$ cat src/hdl/rbpd_pkg.sv
// Shared types and constants for the raw block pixel decompressor.
package rbpd_pkg;

   localparam int unsigned PIXELS_PER_BLOCK = 16;
   localparam int unsigned PIX_W            = 11;
   localparam int unsigned CODE_W           = 7;
   localparam int unsigned CODES_W          = 98;
   localparam int unsigned SHIFT_W          = 3;
   localparam int unsigned SHIFT_LIMIT      = 4;

   localparam logic [PIX_W-1:0] RANGE_BASE   = 11'h080;
   localparam logic [PIX_W-1:0] PIXEL_CEIL   = 11'h7ff;
   localparam logic [3:0]       LAST_INDEX   = 4'hf;

   // Header fields and the packed codes of one block, as decoded by the front end.
   typedef struct packed {
      logic [CODES_W-1:0] codes;
      logic [PIX_W-1:0]   max_val;
      logic [PIX_W-1:0]   min_val;
      logic [3:0]         max_pos;
      logic [3:0]         min_pos;
      logic [SHIFT_W-1:0] shift;
      logic               error;
   } rbpd_desc_type;

   // Queue status seen by both the front and the back end.
   typedef struct packed {
      logic full;
      logic not_empty;
   } rbpd_qstat_type;

endpackage

$ cat src/hdl/rbpd_if.sv
// Handshake interfaces for the compressed block words and the pixel words.
interface rbpd_req_if;
   logic        valid;
   logic        ready;
   logic [63:0] block_low;
   logic [63:0] block_high;

   modport source (output valid, output block_low, output block_high, input ready);
   modport sink   (input valid, input block_low, input block_high, output ready);
endinterface

interface rbpd_rsp_if;
   logic        valid;
   logic        ready;
   logic [11:0] pixel_value;
   logic [3:0]  pixel_index;
   logic        last_pixel;
   logic        block_error;

   modport source (output valid, output pixel_value, output pixel_index,
                   output last_pixel, output block_error, input ready);
   modport sink   (input valid, input pixel_value, input pixel_index,
                   input last_pixel, input block_error, output ready);
endinterface

$ cat src/hdl/rbpd_front.sv
// Front end: accepts a compressed block and decodes its header into a descriptor.
module rbpd_front (
   rbpd_req_if.sink               req_bus,
   input  rbpd_pkg::rbpd_qstat_type q_stat,
   output logic                    q_push,
   output rbpd_pkg::rbpd_desc_type q_data
);
   import rbpd_pkg::*;

   logic [127:0]     block;
   logic [PIX_W:0]   diff;
   logic [SHIFT_W-1:0] shift;

   assign block = {req_bus.block_high, req_bus.block_low};

   // The max-min difference is signed; a negative range keeps the shift at zero.
   assign diff = {1'b0, block[10:0]} - {1'b0, block[21:11]};

   always_comb begin
      shift = '0;
      if (!diff[PIX_W]) begin
         for (int k = 0; k < SHIFT_LIMIT; k++) begin
            if (diff[PIX_W-1:0] >= (RANGE_BASE << k)) begin
               shift = shift + SHIFT_W'(1);
            end
         end
      end
   end

   always_comb begin
      q_data.codes   = block[127:30];
      q_data.max_val = block[10:0];
      q_data.min_val = block[21:11];
      q_data.max_pos = block[25:22];
      q_data.min_pos = block[29:26];
      q_data.shift   = shift;
      q_data.error   = (block[25:22] == block[29:26]);
   end

   assign req_bus.ready = !q_stat.full;
   assign q_push        = req_bus.valid && !q_stat.full;

endmodule

$ cat src/hdl/rbpd_queue.sv
// Short descriptor queue between the front and the back end.
module rbpd_queue #(
   parameter int unsigned DEPTH = 2
) (
   input  logic                    clock,
   input  logic                    reset,
   input  logic                    push,
   input  rbpd_pkg::rbpd_desc_type push_data,
   input  logic                    pop,
   output rbpd_pkg::rbpd_desc_type pop_data,
   output rbpd_pkg::rbpd_qstat_type stat
);
   import rbpd_pkg::*;

   localparam int unsigned PTR_W = (DEPTH > 1) ? $clog2(DEPTH) : 1;
   localparam int unsigned CNT_W = $clog2(DEPTH + 1);

   rbpd_desc_type    slot_ff [DEPTH];
   logic [PTR_W-1:0] wr_ptr_ff, wr_ptr_in;
   logic [PTR_W-1:0] rd_ptr_ff, rd_ptr_in;
   logic [CNT_W-1:0] count_ff, count_in;

   function automatic logic [PTR_W-1:0] bump(input logic [PTR_W-1:0] ptr);
      logic [PTR_W-1:0] nxt;
      nxt = (ptr == PTR_W'(DEPTH - 1)) ? '0 : ptr + PTR_W'(1);
      return nxt;
   endfunction

   always_comb begin
      wr_ptr_in = push ? bump(wr_ptr_ff) : wr_ptr_ff;
      rd_ptr_in = pop  ? bump(rd_ptr_ff) : rd_ptr_ff;
      count_in  = count_ff;
      if (push && !pop) begin
         count_in = count_ff + CNT_W'(1);
      end else if (pop && !push) begin
         count_in = count_ff - CNT_W'(1);
      end
   end

   always_ff @(posedge clock) begin
      if (reset) begin
         wr_ptr_ff <= '0;
         rd_ptr_ff <= '0;
         count_ff  <= '0;
      end else begin
         wr_ptr_ff <= wr_ptr_in;
         rd_ptr_ff <= rd_ptr_in;
         count_ff  <= count_in;
      end
   end

   always_ff @(posedge clock) begin
      if (push) begin
         slot_ff[wr_ptr_ff] <= push_data;
      end
   end

   assign pop_data       = slot_ff[rd_ptr_ff];
   assign stat.full      = (count_ff == CNT_W'(DEPTH));
   assign stat.not_empty = (count_ff != '0);

endmodule

$ cat src/hdl/rbpd_back.sv
// Back end: expands one descriptor into sixteen pixel words, or one error word.
module rbpd_back (
   input  logic                     clock,
   input  logic                     reset,
   input  rbpd_pkg::rbpd_qstat_type q_stat,
   input  rbpd_pkg::rbpd_desc_type  q_data,
   output logic                     q_pop,
   rbpd_rsp_if.source               rsp_bus
);
   import rbpd_pkg::*;

   rbpd_desc_type  cur_ff, cur_in;
   logic           active_ff, active_in;
   logic [3:0]     idx_ff, idx_in;
   logic           out_valid_ff, out_valid_in;
   logic [11:0]    out_value_ff, out_value_in;
   logic [3:0]     out_index_ff, out_index_in;
   logic           out_last_ff, out_last_in;
   logic           out_error_ff, out_error_in;

   logic           advance, step, is_last, load;
   logic           hit_max, hit_min;
   logic [PIX_W:0] coded;
   logic [PIX_W-1:0] pix;

   assign advance = !out_valid_ff || rsp_bus.ready;
   assign step    = active_ff && advance;
   assign is_last = cur_ff.error || (idx_ff == LAST_INDEX);
   assign load    = q_stat.not_empty && (!active_ff || (step && is_last));
   assign q_pop   = load;

   assign hit_max = (idx_ff == cur_ff.max_pos);
   assign hit_min = (idx_ff == cur_ff.min_pos);

   // Seven-bit code scaled by the range shift, offset by min, clipped to 11 bits.
   assign coded = ({(PIX_W + 1 - CODE_W)'(0), cur_ff.codes[CODE_W-1:0]} << cur_ff.shift)
                  + {1'b0, cur_ff.min_val};

   always_comb begin
      if (hit_max) begin
         pix = cur_ff.max_val;
      end else if (hit_min) begin
         pix = cur_ff.min_val;
      end else if (coded[PIX_W]) begin
         pix = PIXEL_CEIL;
      end else begin
         pix = coded[PIX_W-1:0];
      end
   end

   always_comb begin
      out_valid_in = out_valid_ff;
      out_value_in = out_value_ff;
      out_index_in = out_index_ff;
      out_last_in  = out_last_ff;
      out_error_in = out_error_ff;
      if (step) begin
         out_valid_in = 1'b1;
         out_value_in = cur_ff.error ? 12'h000 : {pix, 1'b0};
         out_index_in = cur_ff.error ? 4'h0 : idx_ff;
         out_last_in  = is_last;
         out_error_in = cur_ff.error;
      end else if (advance) begin
         out_valid_in = 1'b0;
      end

      cur_in    = cur_ff;
      idx_in    = idx_ff;
      active_in = active_ff;
      if (load) begin
         cur_in    = q_data;
         idx_in    = '0;
         active_in = 1'b1;
      end else if (step) begin
         if (is_last) begin
            active_in = 1'b0;
         end else begin
            idx_in = idx_ff + 4'd1;
            if (!hit_max && !hit_min) begin
               cur_in.codes = cur_ff.codes >> CODE_W;
            end
         end
      end
   end

   always_ff @(posedge clock) begin
      if (reset) begin
         active_ff    <= 1'b0;
         out_valid_ff <= 1'b0;
      end else begin
         active_ff    <= active_in;
         out_valid_ff <= out_valid_in;
      end
      cur_ff       <= cur_in;
      idx_ff       <= idx_in;
      out_value_ff <= out_value_in;
      out_index_ff <= out_index_in;
      out_last_ff  <= out_last_in;
      out_error_ff <= out_error_in;
   end

   assign rsp_bus.valid       = out_valid_ff;
   assign rsp_bus.pixel_value = out_value_ff;
   assign rsp_bus.pixel_index = out_index_ff;
   assign rsp_bus.last_pixel  = out_last_ff;
   assign rsp_bus.block_error = out_error_ff;

endmodule

$ cat src/hdl/raw_block_pixel_decompressor_top.sv
// Top level of the raw block pixel decompressor.
// Each request word carries one 128-bit compressed block (block_low is bits 63:0) that holds
// an 11-bit max, an 11-bit min, two 4-bit pixel positions and fourteen 7-bit codes. The
// block leaves as sixteen response words, one pixel each in order, with the 11-bit value
// doubled into pixel_value and last_pixel set on pixel fifteen. When the two positions are
// equal the block yields a single word with block_error and last_pixel set and zero value
// and index. A front end decodes the header and the range shift as the word is accepted and
// places a descriptor into a short queue (QUEUE_DEPTH entries); a back end expands the
// descriptor at one pixel per cycle, unless the output stalls, into a registered output
// stage. Under steady traffic the single pixel per cycle of the back end sets the block
// rate; an error block yields only one word. The request side keeps accepting words while
// the queue has room, so up to QUEUE_DEPTH blocks may wait behind the one being expanded.
// On its way out a block passes a queue slot, the descriptor register and the output register.
module raw_block_pixel_decompressor_top #(
   parameter int unsigned QUEUE_DEPTH = 2
) (
   input  logic        clock,
   input  logic        reset,
   rbpd_req_if.sink    req_bus,
   rbpd_rsp_if.source  rsp_bus
);
   import rbpd_pkg::*;

   rbpd_desc_type  push_data;
   rbpd_desc_type  pop_data;
   rbpd_qstat_type q_stat;
   logic           q_push;
   logic           q_pop;

   // Header decode and range shift, written straight into the queue.
   rbpd_front u_front (
      .req_bus (req_bus),
      .q_stat  (q_stat),
      .q_push  (q_push),
      .q_data  (push_data)
   );

   // Decouples acceptance from pixel expansion.
   rbpd_queue #(
      .DEPTH (QUEUE_DEPTH)
   ) u_queue (
      .clock     (clock),
      .reset     (reset),
      .push      (q_push),
      .push_data (push_data),
      .pop       (q_pop),
      .pop_data  (pop_data),
      .stat      (q_stat)
   );

   // Pixel sequencer with its output register.
   rbpd_back u_back (
      .clock   (clock),
      .reset   (reset),
      .q_stat  (q_stat),
      .q_data  (pop_data),
      .q_pop   (q_pop),
      .rsp_bus (rsp_bus)
   );

   // The queue is never written while full nor read while empty.
   a_no_push_full: assert property (@(posedge clock) disable iff (reset)
      q_push |-> !q_stat.full)
      else $error("descriptor pushed into a full queue");

   a_no_pop_empty: assert property (@(posedge clock) disable iff (reset)
      q_pop |-> q_stat.not_empty)
      else $error("descriptor popped from an empty queue");

   // An error word stands alone: last, index zero and value zero.
   a_error_word: assert property (@(posedge clock) disable iff (reset)
      (rsp_bus.valid && rsp_bus.block_error) |->
         (rsp_bus.last_pixel && rsp_bus.pixel_index == 4'h0 && rsp_bus.pixel_value == 12'h000))
      else $error("malformed error word");

   // A regular block ends exactly on pixel fifteen.
   a_last_index: assert property (@(posedge clock) disable iff (reset)
      (rsp_bus.valid && !rsp_bus.block_error) |->
         (rsp_bus.last_pixel == (rsp_bus.pixel_index == LAST_INDEX)))
      else $error("last_pixel does not match pixel fifteen");

endmodule
$ cat src/flat_wrapper.sv
// flat-port wrapper written by rule: the top's interface ports become plain ports
module raw_block_pixel_decompressor_top_flat import rbpd_pkg::*;
#(
   parameter int unsigned QUEUE_DEPTH = 2
)
  (clock, reset, req_bus_valid, req_bus_block_low, req_bus_block_high, req_bus_ready, rsp_bus_valid, rsp_bus_pixel_value, rsp_bus_pixel_index, rsp_bus_last_pixel, rsp_bus_block_error, rsp_bus_ready);
  rbpd_req_if req_bus_i ();
  rbpd_rsp_if rsp_bus_i ();
  input  logic clock;
  input  logic reset;
  input wire logic [$bits(req_bus_i.valid)-1:0] req_bus_valid;
  input wire logic [$bits(req_bus_i.block_low)-1:0] req_bus_block_low;
  input wire logic [$bits(req_bus_i.block_high)-1:0] req_bus_block_high;
  output wire logic [$bits(req_bus_i.ready)-1:0] req_bus_ready;
  output wire logic [$bits(rsp_bus_i.valid)-1:0] rsp_bus_valid;
  output wire logic [$bits(rsp_bus_i.pixel_value)-1:0] rsp_bus_pixel_value;
  output wire logic [$bits(rsp_bus_i.pixel_index)-1:0] rsp_bus_pixel_index;
  output wire logic [$bits(rsp_bus_i.last_pixel)-1:0] rsp_bus_last_pixel;
  output wire logic [$bits(rsp_bus_i.block_error)-1:0] rsp_bus_block_error;
  input wire logic [$bits(rsp_bus_i.ready)-1:0] rsp_bus_ready;
  assign req_bus_i.valid = req_bus_valid;
  assign req_bus_i.block_low = req_bus_block_low;
  assign req_bus_i.block_high = req_bus_block_high;
  assign req_bus_ready = req_bus_i.ready;
  assign rsp_bus_valid = rsp_bus_i.valid;
  assign rsp_bus_pixel_value = rsp_bus_i.pixel_value;
  assign rsp_bus_pixel_index = rsp_bus_i.pixel_index;
  assign rsp_bus_last_pixel = rsp_bus_i.last_pixel;
  assign rsp_bus_block_error = rsp_bus_i.block_error;
  assign rsp_bus_i.ready = rsp_bus_ready;
  raw_block_pixel_decompressor_top #(.QUEUE_DEPTH(QUEUE_DEPTH)) u_core (.clock(clock), .reset(reset), .req_bus(req_bus_i), .rsp_bus(rsp_bus_i));
endmodule
$ cat config.mk
export PLATFORM = sky130hd
export DESIGN_NAME = raw_block_pixel_decompressor_top_flat
export DESIGN_NICKNAME = d
export VERILOG_FILES = /design/src/hdl/rbpd_pkg.sv /design/src/hdl/rbpd_if.sv /design/src/hdl/rbpd_front.sv /design/src/hdl/rbpd_queue.sv /design/src/hdl/rbpd_back.sv /design/src/hdl/raw_block_pixel_decompressor_top.sv /design/src/flat_wrapper.sv
export SDC_FILE = /design/constraint.sdc
export NUM_CORES = 1
export LEC_CHECK = 0
export ABC_AREA = 1
export ABC_CLOCK_PERIOD_IN_PS = 27100
export BUFFER_PORTS_ARGS = -buffer_cell sky130_fd_sc_hd__buf_2
export CORE_ASPECT_RATIO = 2
export CORE_MARGIN = 4
export CORE_UTILIZATION = 60
export DETAILED_ROUTE_END_ITERATION = 6
export PLACE_DENSITY = 0.8
export SYNTH_ARGS = -nofsm -noshare
export SYNTH_HDL_FRONTEND = slang
export SYNTH_SLANG_ARGS = --single-unit
$ cat constraint.sdc
create_clock -name clock -period 27.1 [get_ports clock]
set_clock_uncertainty 0.1 [all_clocks]
set_input_delay 2.71 -clock clock [delete_from_list [all_inputs] [get_ports clock]]
set_output_delay 2.71 -clock clock [all_outputs]
set_load 0.005 [all_outputs]
==> results.sh <==
export IMPL_num_rows=89
export IMPL_clockRootBuffer="clkbuf_16"
export IMPL_post_synth_top_area_fraction_pct=69.4
export IMPL_worstMarginPinSlew_ns=1.12
export IMPL_critPathMostFrequentCell="nand2_1"
export IMPL_cpLargestDelayFamily="simple AND/OR/NAND/NOR gates"
export IMPL_drtPass1Iterations=5
export IMPL_setup_viol=0
export IMPL_synth_area_leader_cell="edfxtp_1"
export IMPL_seq_area_frac_synth_pct=70.7
export IMPL_tritoncts="built"
export IMPL_x_dimension_of_the_die_um=130
export IMPL_fin_nets=1717
export IMPL_placeableCoreArea_um2=29400
export IMPL_worstPathBufferInverterCount=7
export IMPL_crit_path_cell_trace="buf_2 -> inv_1 -> ha_1 -> inv_1 -> fa_1 -> nand2_1 -> nand2_1 -> nand2_1 -> nand2_1 -> nand2_1 -> nand3_1 -> nand2_1 -> nand3_1 -> nor2_1 -> ha_1 -> inv_1 -> nand3_1 -> nand2_1 -> inv_1 -> ha_1 -> o21ai_0 -> inv_1 -> nand2_1 -> inv_1"
export IMPL_io_pins=152
export IMPL_power_density_cell_area_nw_per_um2=121
export IMPL_clkLatencyLatePin_ns=0.53
export IMPL_fraction_of_synthesis_flops_using_an_asynchronous_set_or_reset_pin_pct=0
export IMPL_timing_critical_path_fanout_max=8
export IMPL_synth_edf_count=413
export IMPL_fp_dieArea_um2=32800
export IMPL_worst_hold_path_type="flip-flop to flip-flop"
export IMPL_multiInputGateArea_um2=4620
export IMPL_cts_repair_timing_setup_buffer_count=0
export IMPL_finalHoldViolCount=0
export IMPL_finalWeightedCongestion=0.924
export IMPL_area_delta_synth_final_pct=12.8
export IMPL_layout_cells_non_filler=1952
export IMPL_crit_path_start_kind="input port"
export IMPL_fill_cells=2138
export IMPL_timing_setup_tns_ns=0
export IMPL_die_height_um=252
export IMPL_floorplan_initialDensity_pct=60.7
export IMPL_globalRouteTotalUtil_pct=22.6
export IMPL_ctsHoldBuffers=0
export IMPL_worstSetupPathType="input port to flip-flop"
export IMPL_static_leakage_power_uw=0.00798
export IMPL_synth_nets=1579
export IMPL_drcViolationCount=0
export IMPL_syn_cell_area_um2=17900
export IMPL_cts_buffers=36
export IMPL_slew_headroom_pct=25.1
export IMPL_final_min_clock_period_ns=5.52
export IMPL_overflow_left_after_global_routing=0
export IMPL_route_detailed_wl_per_inst_um=18.9
export IMPL_critPathArrivalTime_ns=5.71
export IMPL_yosys_top_cells_area="edfxtp_1 (69%), nand2_1 (9.3%), or2_2 (3.5%), o211ai_2 (3.2%), ha_1 (1.9%)"
export IMPL_antenna_found_initial=4
export IMPL_path_clk_slew_ns=0.07
export IMPL_critPathSlowestCell="fa_1"
export IMPL_htreeDepth=2
export IMPL_ratio_of_cells_with_drive_above_1_in_the_final_layout_pct=24.1
export IMPL_peakVddDrop_v=0.0000665
export IMPL_yosysMostFrequentCell="nand2_1"
export IMPL_drt_first_iter_violations=742
export IMPL_synth_common_cells="nand2_1 (444), edfxtp_1 (413), or2_2 (100)"
export IMPL_io_buffers=150
export IMPL_cp_required_ns=27.29
export IMPL_ys_ff_latch=424
export IMPL_total_detailed_routing_wirelength_mm=36.8
export IMPL_pin_count_of_the_biggest_net_entering_global_routing=91
export IMPL_syn_avg_cell_area_um2=12.6
export IMPL_viasPerCell=5.53
export IMPL_rsz0062_at_grt="no"
export IMPL_cp_slowest_stage_delay_ns=0.37
export IMPL_total_of_warnings_raised_by_yosys=0
export IMPL_dp_cells=1882
export IMPL_max_cap_violations=0
export IMPL_synth_main_ff_cell="edfxtp_1"
export IMPL_sequential_cell_area_um2=12600
export IMPL_achievable_frequency_mhz=181
export IMPL_ys_types=35
export IMPL_outcome="complete, no violations"
export IMPL_grt_pass1_wl_mm=57.4
export IMPL_synthesis_instances=1418
export IMPL_detailroute_via_count=10800
export IMPL_tritoncts_num_sinks=424
export IMPL_final_min_period_over_clock_period_pct=20.4
export IMPL_place_detailed_hpwl_mm=23.6
export IMPL_postRouteAntennaNets=0
export IMPL_grt_pass1_vias=11100
export IMPL_final_max_slew_viol_count=0
export IMPL_postCtsResizedCells=0
export IMPL_clock_tree_buffer_depth=3
export IMPL_cp_end_kind="flip-flop"
## worst register-to-register path, delay by kind of cell, from the launching register on
kind	cells	cell delay, ns
AO/OA/AOI/OAI	3	0.71
adder cells (fa/ha/maj)	1	0.21
buffers and inverters	4	1.61
flip-flops	1	0.46
AND/OR/NAND/NOR	2	0.47
## cell usage in the layout (no fill, tap or decap), types with 2 or more instances in the layout
master	n
nand2_1	444
edfxtp_1	413
buf_2	150
or2_2	100
inv_1	77
o211ai_2	46
o211ai_1	45
nor2_1	41
nand3_1	39
clkbuf_16	37
a21oi_1	36
o21ai_0	32
ha_1	27
xor2_1	11
buf_4	10
dfxtp_1	10
clkinv_2	9
nand4_1	7
xnor2_1	6
bufinv_16	6
clkbuf_8	5
diode_2	4
inv_2	3
inv_6	3
o31ai_4	2
o21bai_1	2
nor2_4	2
nand3b_1	2
fa_1	2
clkinv_4	2
clkbuf_1	2
clkinvlp_4	2
## registers in the layout, indices dropped and copies added (netlist names), named ones only
| name | count |
|---|---|
| u_core.u_back.active_ff | 1 |
| u_core.u_back.rsp_bus.pixel_index | 4 |
| u_core.u_queue.count_ff | 2 |
| u_core.u_back.rsp_bus.valid | 1 |
| u_core.u_back.cur_ff | 132 |
| u_core.u_queue.slot_ff | 264 |
| u_core.u_back.idx_ff | 4 |
| u_core.u_back.rsp_bus.pixel_value | 11 |
| u_core.u_queue.rd_ptr_ff | 1 |
| u_core.u_back.rsp_bus.block_error | 1 |
| u_core.u_queue.wr_ptr_ff | 1 |
| u_core.u_back.rsp_bus.last_pixel | 1 |
## cells by family (layout without fill, tap and decap cells)
group                      Yosys count  after routing  synth area share (%)
buffers and inverters              142            308                  3.63
adders and majority gates           29             29                  2.12
AOI/OAI and AO/OA                  167            167                  7.44
and+or+nand+nor                    637            637                  15.2
other                                1              5                0.0210
DFF                                424            424                  70.7
muxes                                1              1                0.0561
xor gates and xnor gates            17             17                 0.834
## final timing paths
check        slack, ns                startpoint                            to  cells after the start
min               0.40  u_core.u_queue.rd_ptr_ff      u_core.u_queue.rd_ptr_ff                      2
max reg2reg      23.40   u_core.u_back.idx_ff[1]     u_core.u_back.cur_ff[118]                     10
max              21.58      req_bus_block_low[0]  u_core.u_queue.slot_ff[0][2]                     24
min reg2reg       0.40  u_core.u_queue.rd_ptr_ff      u_core.u_queue.rd_ptr_ff                      2
## where the power goes
| part | total (uW) | internal, uW | switching [uW] |
|---|---|---|---|
| logic | 796 | 253 | 543 |
| clock network | 554 | 324 | 230 |
| registers | 1090 | 1000 | 87.8 |
## area by class of cell
class,count,share of cell area (%)
inverter,82,1.56
sequential,424,62.7
tap,364,2.26
antenna,4,0.0497
multi-input combinational,852,22.9
timing repair buffer,160,4.10
clock buffer,44,4.98
clock inverter,22,1.42
## per-layer routing
layer  part of all wire, %  wire [um]  vias to the layer above  track usage [%]
li1                      -          -                     5211                -
met3                   5.2       1920                       98             3.75
met4                   4.6       1680                        0             10.6
met5                     0          0                        -                0
met2                    53      19700                      286             39.7
met1                    37      13500                     5195             26.8
## per-stage QoR
| step | cell area [um^2] | hold slack (ns) | setup slack, ns | total power [uW] | util [%] |
|---|---|---|---|---|---|
| after floorplan | 17900 | 0.324 | 15.90 | 1710 | - |
| after global placement | 18800 | 0.374 | 21.26 | 1870 | 64.1 |
| after detailed placement | 18800 | 0.390 | 21.12 | 1900 | 64.1 |
| after CTS | 20100 | 0.404 | 21.63 | 2460 | 68.5 |
| after global routing | 20100 | 0.430 | 21.31 | 2600 | 68.5 |
| final | 20100 | 0.398 | 21.58 | 2440 | 68.5 |
(Power assumes the default switching activity.)
